### src/sv/alt_pkg.sv
// Package for the adaptive lateness timer: item structs, register indexes,
// configuration widths and reset values. No dependencies.
`default_nettype none

package alt_pkg;

    // Field widths
    localparam int TIME_W = 32;
    localparam int LATE_W = 16;
    localparam int MIN_W  = 10;
    localparam int MARK_W = 16;
    localparam int PER_W  = 10;
    localparam int LAG_W  = 4;
    localparam int CFG_W  = 16;
    localparam int CIDX_W = 3;

    typedef logic [CIDX_W-1:0] t_cfg_idx;

    // Configuration register indexes
    localparam t_cfg_idx REG_MIN_INTERVAL = 3'd0;
    localparam t_cfg_idx REG_HIGH_MARK    = 3'd1;
    localparam t_cfg_idx REG_LOW_MARK     = 3'd2;
    localparam t_cfg_idx REG_CHECK_PERIOD = 3'd3;
    localparam t_cfg_idx REG_CHECK_LAG    = 3'd4;

    // Reset values
    localparam logic [MIN_W-1:0]  RST_MIN_INTERVAL = 10'd100;
    localparam logic [MARK_W-1:0] RST_HIGH_MARK    = 16'd200;
    localparam logic [MARK_W-1:0] RST_LOW_MARK     = 16'd50;
    localparam logic [PER_W-1:0]  RST_CHECK_PERIOD = 10'd100;
    localparam logic [LAG_W-1:0]  RST_CHECK_LAG    = 4'd3;

    typedef struct packed {
        logic [TIME_W-1:0] scheduled_ms;
        logic [TIME_W-1:0] actual_ms;
    } t_in_item;

    typedef struct packed {
        logic [TIME_W-1:0] next_due_ms;
        logic [LATE_W-1:0] interval_ms;
        logic [LATE_W-1:0] mean_lateness;
        logic              adjusted;
    } t_out_item;

endpackage

`default_nettype wire

### src/sv/adaptive_lateness_timer.sv
// Top level of the adaptive lateness timer: lateness window, mean, interval control.
// Depends on alt_pkg and alt_ram.
`default_nettype none

// Takes one tick item per clock cycle, sustained, while result items are taken.
// Each tick passes four register stages (lateness, window update, mean,
// interval control), and its result item is valid once the tick has passed
// all four. A stalled result holds the stages behind it, and the input stalls
// only once all four stages are full.
// The lateness window lives in a RAM with one write and one registered read
// port. The read runs one slot ahead of the write pointer, so every tick finds
// its outgoing entry already read. The window is zero after reset through one
// valid flag per entry; there is no clearing pass. The mean is the window sum
// times a fixed reciprocal, exact for any window depth.
// Configuration writes are taken on any cycle and must only happen while idle.
module adaptive_lateness_timer #(
    parameter int WINDOW_DEPTH = 32
) (
    input  wire logic                  i_clk,
    input  wire logic                  i_rst_n,
    // Tick items
    input  wire logic                  i_in_valid,
    output logic                       o_in_ready,
    input  wire alt_pkg::t_in_item     i_in_item,
    // Result items
    output logic                       o_out_valid,
    input  wire logic                  i_out_ready,
    output alt_pkg::t_out_item         o_out_item,
    // Configuration
    input  wire logic                  i_cfg_we,
    input  wire alt_pkg::t_cfg_idx     i_cfg_idx,
    input  wire logic [alt_pkg::CFG_W-1:0] i_cfg_wdata
);

    import alt_pkg::*;

    localparam int IDX_W   = $clog2(WINDOW_DEPTH);
    localparam int SUM_W   = IDX_W + LATE_W;
    localparam int RECIP_W = SUM_W + 1;
    localparam int SHIFT   = SUM_W + IDX_W;
    localparam int PROD_W  = SUM_W + RECIP_W;
    // ceil(2^SHIFT / depth): exact quotient for every SUM_W-bit sum
    localparam logic [64:0] RECIP_FULL =
        ((65'd1 << SHIFT) + 65'(WINDOW_DEPTH) - 65'd1) / 65'(WINDOW_DEPTH);
    localparam logic [RECIP_W-1:0] RECIP = RECIP_FULL[RECIP_W-1:0];
    localparam logic [IDX_W-1:0]   LAST_IDX = IDX_W'(WINDOW_DEPTH - 1);

    // Configuration registers
    logic [MIN_W-1:0]  r_min_interval;
    logic [MARK_W-1:0] r_high_mark;
    logic [MARK_W-1:0] r_low_mark;
    logic [PER_W-1:0]  r_check_period;
    logic [LAG_W-1:0]  r_check_lag;

    always_ff @(posedge i_clk) begin
        if (!i_rst_n) begin
            r_min_interval <= RST_MIN_INTERVAL;
            r_high_mark    <= RST_HIGH_MARK;
            r_low_mark     <= RST_LOW_MARK;
            r_check_period <= RST_CHECK_PERIOD;
            r_check_lag    <= RST_CHECK_LAG;
        end else if (i_cfg_we) begin
            unique case (i_cfg_idx)
                REG_MIN_INTERVAL: r_min_interval <= i_cfg_wdata[MIN_W-1:0];
                REG_HIGH_MARK:    r_high_mark    <= i_cfg_wdata[MARK_W-1:0];
                REG_LOW_MARK:     r_low_mark     <= i_cfg_wdata[MARK_W-1:0];
                REG_CHECK_PERIOD: r_check_period <= i_cfg_wdata[PER_W-1:0];
                REG_CHECK_LAG:    r_check_lag    <= i_cfg_wdata[LAG_W-1:0];
                default: ;
            endcase
        end
    end

    // Pipeline flow control
    logic r_v1, r_v2, r_v3, r_v4;
    logic adv1, adv2, adv3, adv4;
    logic acc, upd2, upd4;

    assign adv4 = !r_v4 || i_out_ready;
    assign adv3 = !r_v3 || adv4;
    assign adv2 = !r_v2 || adv3;
    assign adv1 = !r_v1 || adv2;
    assign acc  = i_in_valid && adv1;
    assign upd2 = r_v1 && adv2;
    assign upd4 = r_v3 && adv4;

    assign o_in_ready  = adv1;
    assign o_out_valid = r_v4;

    always_ff @(posedge i_clk) begin
        if (!i_rst_n) begin
            r_v1 <= 1'b0;
            r_v2 <= 1'b0;
            r_v3 <= 1'b0;
            r_v4 <= 1'b0;
        end else begin
            if (adv1) r_v1 <= i_in_valid;
            if (adv2) r_v2 <= r_v1;
            if (adv3) r_v3 <= r_v2;
            if (adv4) r_v4 <= r_v3;
        end
    end

    // Stage 1: clamped lateness
    logic [TIME_W-1:0] diff;
    logic [LATE_W-1:0] late;
    logic [TIME_W-1:0] r1_actual, r2_actual, r3_actual;
    logic [LATE_W-1:0] r1_late;

    assign diff = i_in_item.actual_ms - i_in_item.scheduled_ms;

    always_comb begin
        if (diff[TIME_W-1]) begin
            late = '0;                  // early tick
        end else if (|diff[TIME_W-2:LATE_W]) begin
            late = '1;                  // saturate
        end else begin
            late = diff[LATE_W-1:0];
        end
    end

    always_ff @(posedge i_clk) begin
        if (acc) begin
            r1_actual <= i_in_item.actual_ms;
            r1_late   <= late;
        end
    end

    // Stage 2: window replace and running sum
    logic [IDX_W-1:0]        r_index;
    logic [IDX_W-1:0]        n_index;
    logic [IDX_W-1:0]        rd_addr;
    logic [WINDOW_DEPTH-1:0] r_wvalid;
    logic [LATE_W-1:0]       ram_rdata;
    logic [LATE_W-1:0]       old_late;
    logic [SUM_W-1:0]        r_sum;
    logic [SUM_W-1:0]        n_sum;
    logic [SUM_W-1:0]        r2_sum;

    assign n_index  = (r_index == LAST_IDX) ? '0 : r_index + 1'b1;
    // Read one slot ahead so the outgoing entry is ready when the next item comes
    assign rd_addr  = upd2 ? n_index : r_index;
    assign old_late = r_wvalid[r_index] ? ram_rdata : '0;
    assign n_sum    = r_sum - SUM_W'(old_late) + SUM_W'(r1_late);

    alt_ram #(
        .WIDTH (LATE_W),
        .DEPTH (WINDOW_DEPTH)
    ) u_window (
        .i_clk   (i_clk),
        .i_we    (upd2),
        .i_waddr (r_index),
        .i_wdata (r1_late),
        .i_raddr (rd_addr),
        .o_rdata (ram_rdata)
    );

    always_ff @(posedge i_clk) begin
        if (!i_rst_n) begin
            r_index  <= '0;
            r_wvalid <= '0;
            r_sum    <= '0;
        end else if (upd2) begin
            r_index           <= n_index;
            r_wvalid[r_index] <= 1'b1;
            r_sum             <= n_sum;
        end
    end

    always_ff @(posedge i_clk) begin
        if (upd2) begin
            r2_actual <= r1_actual;
            r2_sum    <= n_sum;
        end
    end

    // Stage 3: mean by reciprocal multiply
    logic [PROD_W-1:0] prod;
    logic [LATE_W-1:0] r3_mean;

    assign prod = PROD_W'(r2_sum) * PROD_W'(RECIP);

    always_ff @(posedge i_clk) begin
        if (r_v2 && adv3) begin
            r3_actual <= r2_actual;
            r3_mean   <= prod[SHIFT +: LATE_W];
        end
    end

    // Stage 4: check counters, interval and result
    logic [PER_W-1:0]  r_ticks;
    logic [LAG_W-1:0]  r_high_cnt, r_low_cnt;
    logic [LATE_W-1:0] r_interval;
    logic [PER_W-1:0]  ticks_inc, n_ticks;
    logic              chk;
    logic [LAG_W:0]    hi_inc, lo_inc;
    logic [LAG_W-1:0]  hi_step, lo_step, n_high_cnt, n_low_cnt;
    logic [LATE_W-1:0] ivl_up, ivl_dn, floor_v, n_interval;
    logic              fire_hi, fire_lo;
    t_out_item         r_out;

    assign ticks_inc = r_ticks + 1'b1;
    assign chk       = ticks_inc >= r_check_period;
    assign n_ticks   = chk ? '0 : ticks_inc;
    assign hi_inc    = {1'b0, r_high_cnt} + 1'b1;
    assign lo_inc    = {1'b0, r_low_cnt} + 1'b1;

    always_comb begin
        // High counter: saturating up/down, held at or below lag
        if (r3_mean > r_high_mark) begin
            hi_step = (hi_inc > {1'b0, r_check_lag}) ? r_check_lag : hi_inc[LAG_W-1:0];
        end else begin
            hi_step = (r_high_cnt != '0) ? r_high_cnt - 1'b1 : '0;
        end
        n_high_cnt = (hi_step > r_check_lag) ? r_check_lag : hi_step;
        fire_hi    = n_high_cnt >= r_check_lag;

        // Low counter
        if (r3_mean < r_low_mark) begin
            lo_step = (lo_inc > {1'b0, r_check_lag}) ? r_check_lag : lo_inc[LAG_W-1:0];
        end else begin
            lo_step = (r_low_cnt != '0) ? r_low_cnt - 1'b1 : '0;
        end
        n_low_cnt = (lo_step > r_check_lag) ? r_check_lag : lo_step;
        fire_lo   = n_low_cnt >= r_check_lag;

        // Widen by 2 (saturating), then narrow by 1 (stop at 0)
        ivl_up = r_interval;
        if (chk && fire_hi) begin
            ivl_up = (r_interval >= 16'hFFFE) ? 16'hFFFF : r_interval + 16'd2;
        end
        ivl_dn = ivl_up;
        if (chk && fire_lo) begin
            ivl_dn = (ivl_up != '0) ? ivl_up - 1'b1 : '0;
        end

        // Floor at max(min_interval, 1)
        floor_v    = (r_min_interval == '0) ? 16'd1 : LATE_W'(r_min_interval);
        n_interval = (ivl_dn < floor_v) ? floor_v : ivl_dn;
    end

    always_ff @(posedge i_clk) begin
        if (!i_rst_n) begin
            r_ticks    <= '0;
            r_high_cnt <= '0;
            r_low_cnt  <= '0;
            r_interval <= '0;
        end else if (upd4) begin
            r_ticks    <= n_ticks;
            r_interval <= n_interval;
            if (chk) begin
                r_high_cnt <= n_high_cnt;
                r_low_cnt  <= n_low_cnt;
            end
        end
    end

    always_ff @(posedge i_clk) begin
        if (upd4) begin
            r_out.next_due_ms   <= r3_actual + TIME_W'(n_interval);
            r_out.interval_ms   <= n_interval;
            r_out.mean_lateness <= r3_mean;
            r_out.adjusted      <= n_interval != r_interval;
        end
    end

    assign o_out_item = r_out;

`ifndef ASSERT_OFF
    // Write pointer steps by one slot, wrapping, on every window update
    a_index_step: assert property (@(posedge i_clk) disable iff (!i_rst_n)
        upd2 |=> (r_index == (($past(r_index) == LAST_IDX) ? '0 : $past(r_index) + 1'b1)))
        else $error("window index did not advance");

    // Adjusted flag matches the change of the held interval
    a_adjusted: assert property (@(posedge i_clk) disable iff (!i_rst_n)
        upd4 |=> (r_out.adjusted == (r_interval != $past(r_interval))))
        else $error("adjusted flag disagrees with interval change");

    // A delivered interval is never zero
    a_interval_nz: assert property (@(posedge i_clk) disable iff (!i_rst_n)
        o_out_valid |-> (o_out_item.interval_ms != '0))
        else $error("zero interval delivered");

    // An accepted item always occupies the first stage next cycle
    a_accept_fill: assert property (@(posedge i_clk) disable iff (!i_rst_n)
        acc |=> r_v1)
        else $error("accepted item lost at stage one");
`endif

endmodule

`default_nettype wire

### src/sv/alt_ram.sv
// Generic single-write, single-read RAM with registered read data.
// No dependencies.
`default_nettype none

module alt_ram #(
    parameter int WIDTH = 16,
    parameter int DEPTH = 32
) (
    input  wire logic                     i_clk,
    input  wire logic                     i_we,
    input  wire logic [$clog2(DEPTH)-1:0] i_waddr,
    input  wire logic [WIDTH-1:0]         i_wdata,
    input  wire logic [$clog2(DEPTH)-1:0] i_raddr,
    output logic      [WIDTH-1:0]         o_rdata
);

    logic [WIDTH-1:0] r_mem [DEPTH];

    // Write port
    always_ff @(posedge i_clk) begin
        if (i_we) begin
            r_mem[i_waddr] <= i_wdata;
        end
    end

    // Registered read port
    always_ff @(posedge i_clk) begin
        o_rdata <= r_mem[i_raddr];
    end

endmodule

`default_nettype wire

### config.mk
export PLATFORM = sky130hd
export DESIGN_NAME = adaptive_lateness_timer
export DESIGN_NICKNAME = d
export VERILOG_FILES = /design/src/sv/alt_pkg.sv /design/src/sv/adaptive_lateness_timer.sv /design/src/sv/alt_ram.sv
export SDC_FILE = /design/constraint.sdc
export NUM_CORES = 1
export LEC_CHECK = 0
export BUFFER_PORTS_ARGS = -buffer_cell sky130_fd_sc_hd__buf_2
export CORE_MARGIN = 8
export CORE_UTILIZATION = 46
export CTS_BUF_LIST = sky130_fd_sc_hd__clkbuf_8
export DETAILED_ROUTE_END_ITERATION = 16
export PLACE_DENSITY_LB_ADDON = 0.25
export SLEW_MARGIN = 0
export SYNTH_ARGS = -nofsm -noshare
export SYNTH_HDL_FRONTEND = slang
export SYNTH_SLANG_ARGS = --single-unit
### constraint.sdc
create_clock -name i_clk -period 14 [get_ports i_clk]
set_input_delay 2.8 -clock i_clk [delete_from_list [all_inputs] [get_ports i_clk]]
set_output_delay 2.8 -clock i_clk [all_outputs]
set_load 0.01 [all_outputs]
Word-level counts from Yosys, hierarchy flattened
Memory sizes are Yosys's and may differ from the RTL's. A register that Yosys moved wholly into a read port is not among the register bits.
Cells that the tools add are included.
{"block": "word_totals", "elab_cells": 111, "output_inout_bits": 67, "ram_bits": 512, "memories": 1, "inputBits": 88, "regBits": 366}
{"block": "classes", "n_mux": 25, "n_eq_ne": 6, "bitwise_logic": 1, "n_lt_le_gt_ge": 13, "reduce_logical": 27, "n_addsub": 12}
{"memory": "u_window.r_mem", "depth": 32, "width": 16, "read_ports": 1, "rd_ports_with_merged_regs": 1, "write_ports": 1, "line": "alt_ram.sv:17", "source": "logic [WIDTH-1:0] r_mem [DEPTH];"}
{"op": "16-bit 2-to-1 mux", "count": 7}
{"op": "32-bit by 16-bit adder with 32-bit output", "count": 1}
{"op": "4-bit 2-to-1 mux", "count": 8}
{"op": "32-bit bitwise OR", "count": 1}
{"op": "32-bit subtractor", "count": 1}
{"op": "21-bit by 16-bit adder with 21-bit output", "count": 1}
{"op": "21-bit by 16-bit subtractor with 21-bit output", "count": 1}
{"op": "10-bit 2-to-1 mux", "count": 2}
{"op": "16-bit by 2-bit adder with 16-bit output, second input constant", "count": 1}
{"op": "16-bit greater-or-equal comparator, second input constant", "count": 1}
{"op": "16-bit > comparator", "count": 1}
{"op": "16-bit by 10-bit < comparator with 1-bit output", "count": 1}
{"op": "16-bit < comparator", "count": 1}
{"op": "16-bit inequality test", "count": 1}
{"op": "16-bit nonzero test", "count": 1}
{"op": "16-bit by 1-bit subtractor with 16-bit output, second input constant", "count": 1}
{"op": "15-bit OR reduction", "count": 1}
{"op": "2-bit AND reduction", "count": 6}
{"op": "10-bit by 1-bit adder with 10-bit output, second input constant", "count": 1}
{"op": "4-bit by 1-bit adder with 5-bit output, second input constant", "count": 2}
{"op": "10-bit greater-or-equal comparator", "count": 1}
{"op": "5-bit by 4-bit > comparator with 1-bit output", "count": 2}
{"op": "10-bit logical NOT", "count": 1}
{"op": "5-bit 2-to-1 mux", "count": 2}
{"op": "other kinds (18)", "count": 38}

Logic depth before layout (Yosys ltp)
Gate-level depths: netlist (run 1).
{"block": "logic_depth", "word_depth": 15, "ltp_mapped": 61, "mapped_depth_nobuf": 61}

Modules after synthesis
Synthesis (run 1) repeated with hierarchy kept, for this count alone.
{"block": "unflattened", "hier_cells": 3195, "area_unflattened_um2": 40526.4}
{"mod": "alt_ram", "seq_area_each_um2": 15695.1, "area_per_inst_um2": 20535.9, "cells_per_inst": 1143, "instances": 1}
{"mod": "adaptive_lateness_timer", "seq_area_each_um2": 9318.9, "area_per_inst_um2": 19990.4, "cells_per_inst": 2052, "instances": 1}

Worst setup path after synthesis (run 1)
Ideal clock, no wire load.
{"block": "synth_path", "kind": "register to register", "start": "register r_high_cnt[0]", "end": "register r_out, in the netlist o_out_item[59] (data pin)", "arrival_ns": 10.253, "path_buffers": 1, "stages_incl_launch_ff": 57, "setup_time_ns": 0.261, "synth_period_minus_slack_ns": 10.514, "slack_ns": 3.486, "required_time_ns": 13.739, "cell_sequence": "dfxtp_1 -> inv_1 -> ha_1 -> ha_1 -> nor2b_1 -> o21ai_0 -> nand2b_1 -> a21oi_1 -> a41o_1 -> nand2_1 -> mux2_2 -> nand2_1 -> o21ai_0 -> ha_1 -> nor2b_1 -> o21ai_0 -> nand2b_1 -> a21oi_1 -> [21 not listed] -> or3_4 -> nor2_8 -> mux2_2 -> ha_1 -> nor2b_1 -> o21ai_0 -> a21boi_0 -> o21ai_0 -> a21boi_0 -> o21ai_0 -> a21boi_0 -> o21ai_0 -> a21oi_1 -> a211o_1 -> a21oi_1 -> nand3b_1 -> nor2_1 -> xor2_1"}
{"block": "synth_between", "elab_chain_len": 15, "word_cells_on_any_way": 19, "cone_classes": "4 x add/sub; 4 x order compare; 8 x mux; 3 x reduce/logical"}
{"item": "from (decl)", "line": "adaptive_lateness_timer.sv:192", "source": "logic [LAG_W-1:0] r_high_cnt, r_low_cnt;"}
{"item": "from (signal assigned)", "line": "adaptive_lateness_timer.sv:252", "source": "r_high_cnt <= n_high_cnt;"}
{"item": "4-bit by 1-bit adder with 5-bit output", "line": "adaptive_lateness_timer.sv:205", "source": "assign hi_inc = {1'b0, r_high_cnt} + 1'b1;"}
{"item": "5-bit by 4-bit > comparator with 1-bit output", "line": "adaptive_lateness_timer.sv:211", "source": "hi_step = (hi_inc > {1'b0, r_check_lag}) ? r_check_lag : hi_inc[LAG_W-1:0];"}
{"item": "4-bit 2-to-1 mux", "line": "adaptive_lateness_timer.sv:211"}
{"item": "4-bit 2-to-1 mux (*)", "line": "adaptive_lateness_timer.sv:210", "source": "if (r3_mean > r_high_mark) begin"}
{"item": "4-bit > comparator", "line": "adaptive_lateness_timer.sv:215", "source": "n_high_cnt = (hi_step > r_check_lag) ? r_check_lag : hi_step;"}
{"item": "4-bit 2-to-1 mux (*)", "line": "adaptive_lateness_timer.sv:215"}
{"item": "via n_high_cnt[3]", "line": "adaptive_lateness_timer.sv:197", "source": "logic [LAG_W-1:0] hi_step, lo_step, n_high_cnt, n_low_cnt;"}
{"item": "4-bit greater-or-equal comparator (*)", "line": "adaptive_lateness_timer.sv:216", "source": "fire_hi = n_high_cnt >= r_check_lag;"}
{"item": "1-bit logical AND (*)", "line": "adaptive_lateness_timer.sv:229", "source": "if (chk && fire_hi) begin"}
{"item": "16-bit 2-to-1 mux (*)", "line": "adaptive_lateness_timer.sv:229"}
{"item": "16-bit by 1-bit subtractor with 16-bit output / 16-bit nonzero test (equally long branches)", "line": "adaptive_lateness_timer.sv:234", "source": "ivl_dn = (ivl_up != '0) ? ivl_up - 1'b1 : '0;"}
{"item": "16-bit 2-to-1 mux", "line": "adaptive_lateness_timer.sv:234"}
{"item": "16-bit 2-to-1 mux (*)", "line": "adaptive_lateness_timer.sv:233", "source": "if (chk && fire_lo) begin"}
{"item": "16-bit by 10-bit < comparator with 1-bit output", "line": "adaptive_lateness_timer.sv:239", "source": "n_interval = (ivl_dn < floor_v) ? floor_v : ivl_dn;"}
{"item": "16-bit 2-to-1 mux (*)", "line": "adaptive_lateness_timer.sv:239"}
{"item": "via n_interval[2]", "line": "adaptive_lateness_timer.sv:198", "source": "logic [LATE_W-1:0] ivl_up, ivl_dn, floor_v, n_interval;"}
{"item": "32-bit by 16-bit adder with 32-bit output (*)", "line": "adaptive_lateness_timer.sv:260", "source": "r_out.next_due_ms <= r3_actual + TIME_W'(n_interval);"}
{"item": "to (decl)", "line": "adaptive_lateness_timer.sv:200", "source": "t_out_item r_out;"}
The timed path passes the listed nets; every way through them passes the cells marked *.
A chain may end at the register's enable or synchronous reset.

Worst setup path in the final report (run 1)
{"block": "layout_path", "start": "register r_high_cnt[0]", "end": "register r_out, in the netlist o_out_item[63] (data pin)"}
Same word-level chain as after synthesis.

==> results.md, run 1 <==
* Status: complete, no violations
* Fraction of layout cells with a size suffix above 1 at 17.7%
* Worst Path Max Fanout at 10
* Achievable Freq at 80.2 MHz
* Max-cap violations at 0
* Synth-to-layout area growth at 12.6%
* Area share of the largest cell type after synthesis at 54.2%
* Clk slew on worst S/H paths at 0.06 ns
* Clock net sink count at 889
* DRT antenna net count at 0
* Setup TNS at 0 ns
* Psw at 1.65 mW
* Initial core utilization at 46.2%
* Most frequent cells after synthesis: edfxtp_1, nand2_1, nor2_1
* Cell taking the most area after synthesis: edfxtp_1
* Final cell count without fillers at 4576
* Number of synthesized flops with an enable pin at 721
* Synth Net Count at 3305
* CP endpoint: o_out_item[63]
* Iteration-0 DRC count of the detailed router at 1895
* Worst r2r src: r_high_cnt[0]
* Post-synthesis instance area at 39900 sq um
* CTS Buf Count at 147
* Worst Skew at 0.0428 ns
* Antenna violations before repair at 3
* I/O Buffers at 154
* Root buffer cell: clkbuf_8
* DR DRC count at 0
* Tot Pwr at 6.11 mW
* Post-DP Area at 42300 sq um
* Drt pass-1 iters at 5
* Unrepaired setup endpoints after global routing: no
* Setup ws final at 1.53 ns
* # setup viols final at 0
* Clock power share at 34.5%
* FF-to-FF End: o_out_item[63]
* H-tree depth at 4
* Hold Buf Count CTS at 0
* Design area at 45000 sq um
* Setup WS pre-CTS at 1.66 ns
* IR drop worst, VDD at 0.0858 mV
* Die W at 311 um
* Critical path data required time at 14.55 ns
* Clk Latency, worst-skew pair at 0.82 ns
* IO Pins at 155
* Die Span Y at 311 um
* Switch share at 27.0%
* Post-Place Cells at 4305
* CP delay by family, top: compound AO/OA/AOI/OAI gates
* Slew Limit Fails at 0
* Yosys warns at 0
* CP Class: reg2reg
* Arrival time worst endpoint at 13.01 ns
* Top cells by area, synth: edfxtp_1, dfxtp_1, mux4_2, ha_1, nand2_1
* Int Power at 4.46 mW
* Final Cycle Share at 89.1%
* Main synth FF type: edfxtp_1
* PwrDens at 136 nW/um^2
* Hpwl dp at 63600 um
* Final wirelength at 97900 um
* Routed len/inst at 21.4 um
* Routed vias/inst at 5.53
* Core ar. at 86500 sq um
* Combinational share of power at 15.1%
* Slowest CP cell: a21oi_1
* Synth Instances at 3044
* # nets final at 3560
* Cells resized by post-CTS repair at 0
* Die ar. at 96500 sq um
* Worst R2R Setup Slack at 1.53 ns
* HP Class: reg2reg
* Worst path depth at 55
* Setup crit start kind: register
* Worst Setup SP: r_high_cnt[0]
* Slew headroom at 21.9%
* Largest net degree at the start of global routing at 81
* Cell variety after synth at 93
* Most common cell in the synthesized netlist: edfxtp_1
* Total global routing overflow at 0
* GPL Wtd Cong at 0.883
* CTS max path bufs at 3
* CTS tree: yes
* Crit path top cell by count: o21ai_0
* Via count at 25300
* Register area share after synthesis at 62.6%
* Crit end category: register
* Flop pwr share at 50.4%
* Fin. Hold Viols at 0
* Slew @ Worst Pin at 1.17 ns
* Row cnt at 108
* Async set-or-reset flop fraction in the synthesized netlist at 0%
* Syn_area_per_cell at 13.1 sq um
* WP buf/inv at 1
* First-pass GRT wire length at 150000 um
* Setup Fix Bufs, Post-CTS at 0
* All-layer global routing usage at 19.9%
* Worst stage delay on the critical path at 0.62 ns
* Worst-case reg-to-reg path depth at 55
* Post-synthesis register bit count at 889
* Number of global-route vias before repair at 25700
* Min Clock Period, post-route at 12.47 ns
* LEAKAGE at 16.6 nW
-- flip-flops by register name, indices dropped and copies added (netlist names), 16 cells and up --
register and cells:
r_interval 16, r3_actual 32, r_low_mark 16, r1_late 16
r_wvalid 32, u_window.r_mem 512, r_sum 21, r3_mean 16
r_high_mark 16, u_window.o_rdata 16, r2_sum 16, o_out_item 65
r2_actual 32, r1_actual 32
-- worst reg2reg max path, delay by kind of cell (launching register included) --
family | cells | cell delay [ns]
adder cells (fa/ha/maj) | 6 | 1.88
buffers and inverters | 1 | 0.11
XOR/XNOR | 1 | 0.14
AO/OA/AOI/OAI | 23 | 4.48
AND/OR/NAND/NOR | 21 | 4.07
flip-flops | 1 | 0.39
multiplexers | 3 | 1.15
-- layout by cell type, fill, tap and decap left out, types with 19 or more instances in the layout --
| cell | count |
|---|---|
| inv_1 | 257 |
| and2_1 | 24 |
| nor2b_1 | 28 |
| mux4_2 | 136 |
| nand3_1 | 128 |
| buf_2 | 154 |
| a21oi_1 | 168 |
| clkbuf_8 | 155 |
| xor2_1 | 38 |
| nor2_1 | 244 |
| o21ai_0 | 80 |
| nand2b_1 | 25 |
| o211ai_1 | 19 |
| dfxtp_1 | 168 |
| and3_1 | 21 |
| ha_1 | 155 |
| nand2_1 | 366 |
| nor3_1 | 46 |
| clkinv_1 | 29 |
| a21o_1 | 24 |
| buf_4 | 63 |
| edfxtp_1 | 721 |
| xnor2_1 | 51 |
-- cell type report --
class / count / area, sq um
antenna: 5 / 12.5
inverter: 209 / 788
fill: 7352 / 41500
timing repair buffer: 217 / 1240
tap: 1155 / 1450
sequential: 889 / 25000
clock buffer: 155 / 2130
multi-input combinational: 1835 / 13800
clock inverter: 111 / 576
-- per-layer routing --
layer	global-route usage, %	vias up	part of all wire, %
li1	-	11700	-
met1	26.3	12600	43
met2	32.4	861	48
met3	4.30	147	7.0
met4	6.95	0	2.7
met5	0	-	0
-- metrics by stage --
step / utilization [%] / hold WS, ns
global route: 52.0 / 0.403
global placement: 48.9 / 0.401
floorplan: - / 0.400
CTS: 52.0 / 0.400
detailed placement: 48.9 / 0.405
finish: 52.0 / 0.403
-- how the worst min path moves through the flow --
stage / from / endpoint / cells past startpoint
after CTS: r1_actual[8] / r2_actual[8] / 0
after global placement: r2_sum[5] / r3_mean[0] / 0
final: r1_actual[8] / r2_actual[8] / 0
after global routing: r1_actual[8] / r2_actual[8] / 0
after detailed placement: r2_actual[31] / r3_actual[31] / 0
after floorplan: r1_actual[0] / r2_actual[0] / 0
-- power groups by stage --
stage | clock, mW | sequential, mW | combinational (mW)
floorplan | 0 | 3.15 | 0.633
global placement | 0 | 3.13 | 0.898
detailed placement | 0 | 3.13 | 0.921
CTS | 2.17 | 3.08 | 0.927
global route | 2.28 | 3.09 | 1.03
finish | 2.11 | 3.08 | 0.922
-- kinds of logic (layout without fill, tap and decap cells) --
group           count (synthesis)  after routing  share of synthesized area [%]
xor+xnor                       89             89                           1.95
compound gates                429            429                           6.70
buf+inv                       320            692                           3.14
simple gates                  972            972                           11.2
flops                         889            889                           62.6
fa+ha+maj                     173            173                           5.76
mux                           172            172                           8.68
other cells                     0              5                              0
No activity file was read; power rests on OpenSTA's default activity.
==> run 2, diff against run 1 <==
GPL_ROUTABILITY_DRIVEN = 0   (was not set)
RECOVER_POWER = 25   (was not set)
==> run 2 against run 1 <==
  * The flow now finishes with violations (capacitance limit, slew limit)
  * Routed wire length fell by 1.5%
  * Largest power group unchanged
  * Flip-flop and latch count stayed put
  * Worst hold slack lost 0.0078 ns
  * Power is 0.12% higher
==> results.md, run 2 (same netlist as run 1, synthesis figures left out) <==
* Status: finished with violations
* Failing checks: capacitance limit, slew limit
* Via count at 25400
* Die ar. at 96500 sq um
* Number of global-route vias before repair at 26200
* Final Cycle Share at 86.2%
* All-layer global routing usage at 19.6%
* Crit path top cell by count: a21oi_1
* Routed vias/inst at 5.55
* # nets final at 3563
* LEAKAGE at 16.6 nW
* Arrival time worst endpoint at 12.60 ns
* Iteration-0 DRC count of the detailed router at 2073
* Largest register FFs at 512
* Achievable Freq at 82.8 MHz
* Setup TNS at 0 ns
* Core ar. at 86500 sq um
* Total global routing overflow at 0
* Unrepaired setup endpoints after global routing: no
* Worst stage delay on the critical path at 0.48 ns
* PwrDens at 136 nW/um^2
* M1 GR Usage at 25.6%
* Most common cell after layout, fill and taps aside: edfxtp_1
* H-tree depth at 4
* Crit end category: register
* Post-DP Area at 42300 sq um
* Setup Fix Bufs, Post-CTS at 0
* Clock net sink count at 889
* Max-cap violations at 14
* Initial core utilization at 46.2%
* Clk slew on worst S/H paths at 0.06 ns
* Met2 usage at 32.4%
* Die W at 311 um
* CTS tree: yes
* GR Util met3 at 3.52%
* Slew @ Worst Pin at 1.94 ns
* Setup crit start kind: register
* Root buffer cell: clkbuf_8
* Design area at 45000 sq um
* Cells resized by post-CTS repair at 0
* Hpwl dp at 62400 um
* Row cnt at 108
* CTS max path bufs at 3
* Synth-to-layout area growth at 12.6%
* First-pass GRT wire length at 149000 um
* Fraction of layout cells with a size suffix above 1 at 17.3%
* Final wirelength at 96400 um
* I/O Buffers at 154
* GRT Max-Usage Layer: met2
* Critical path data required time at 14.53 ns
* CP Class: reg2reg
* Min Clock Period, post-route at 12.07 ns
* DRT antenna net count at 0
* Worst Skew at 0.0374 ns
* IO Pins at 155
* Slew Limit Fails at 476
* Die Span Y at 311 um
* Worst Path Max Fanout at 9
* Largest net degree at the start of global routing at 76
* Slowest CP cell: a21oi_1
* Hold Buf Count CTS at 0
* Slew headroom at -29.0%
* DR DRC count at 0
* Fin. Hold Viols at 0
* Antenna violations before repair at 4
* IR drop worst, VDD at 0.0825 mV
* Clk Latency, worst-skew pair at 0.81 ns
* Drt pass-1 iters at 6
* Biggest register: u_window.r_mem
* CTS Buf Count at 148
* HP Class: reg2reg
* # setup viols final at 0
* Most frequent cells in the layout: edfxtp_1, nand2_1, inv_1
* Routed len/inst at 21.0 um
[run 2: changes by cell type in the layout (fill, tap and decap cells not counted), sizes merged]
cell / change
bufinv: -1
diode: +1
clkinvlp: +1
clkbuf: +15
clkinv: -2
buf: -12
inv: +6
[run 2: critical path: cells and delay by family (launching register included)]
family                   cells  cell delay (ns)
buffers and inverters        2             0.17
AO/OA/AOI/OAI               25             4.46
multiplexers                 2             0.76
XOR/XNOR                     1             0.09
adder cells (fa/ha/maj)      7             2.20
AND/OR/NAND/NOR             20             3.74
flip-flops                   1             0.40
[run 2: per-stage QoR]
stage | utilization [%] | worst slack, ns | power (mW) | instances | hold WS, ns
CTS | 52.1 | 1.95 | 6.18 | 4578 | 0.402
detailed placement | 48.9 | 2.00 | 4.05 | 4307 | 0.405
finish | 52.0 | 1.93 | 6.11 | 4584 | 0.395
global route | 52.0 | 0.762 | 6.41 | 4584 | 0.401
global placement | 48.9 | 2.33 | 4.02 | 4307 | 0.403
floorplan | - | 3.49 | 3.78 | 3044 | 0.400
[run 2: layout make-up]
class / count / area, sq um
well taps: 1155 / 1450
diodes: 6 / 15.0
inverters: 209 / 788
fillers: 7380 / 41500
clock inverters: 115 / 601
flip-flops and latches: 889 / 25000
multi-input cells: 1835 / 13800
clock buffers: 156 / 2150
repair buffers: 219 / 1210
[run 2: metal layers]
layer / up-vias / routed length [um] / part of all wire, %
li1: 11700 / - / -
met1: 12600 / 40800 / 42
met2: 875 / 46200 / 48
met3: 191 / 6030 / 6.2
met4: 0 / 3360 / 3.5
met5: - / 0 / 0
[run 2: final timing paths]
check | start | end | slack (ns) | cells after the start
max | r_high_cnt[0] | o_out_item[61] | 1.93 | 57
min | r2_sum[15] | r3_mean[10] | 0.39 | 0
max reg2reg | r_high_cnt[0] | o_out_item[61] | 1.93 | 57
min reg2reg | r2_sum[15] | r3_mean[10] | 0.39 | 0
[run 2: power by group]
group	leakage [nW]	internal (mW)	total, mW	switching, mW
logic	7.06	0.352	0.919	0.566
registers	7.92	3.04	3.08	0.0435
clock network	1.61	1.07	2.11	1.05
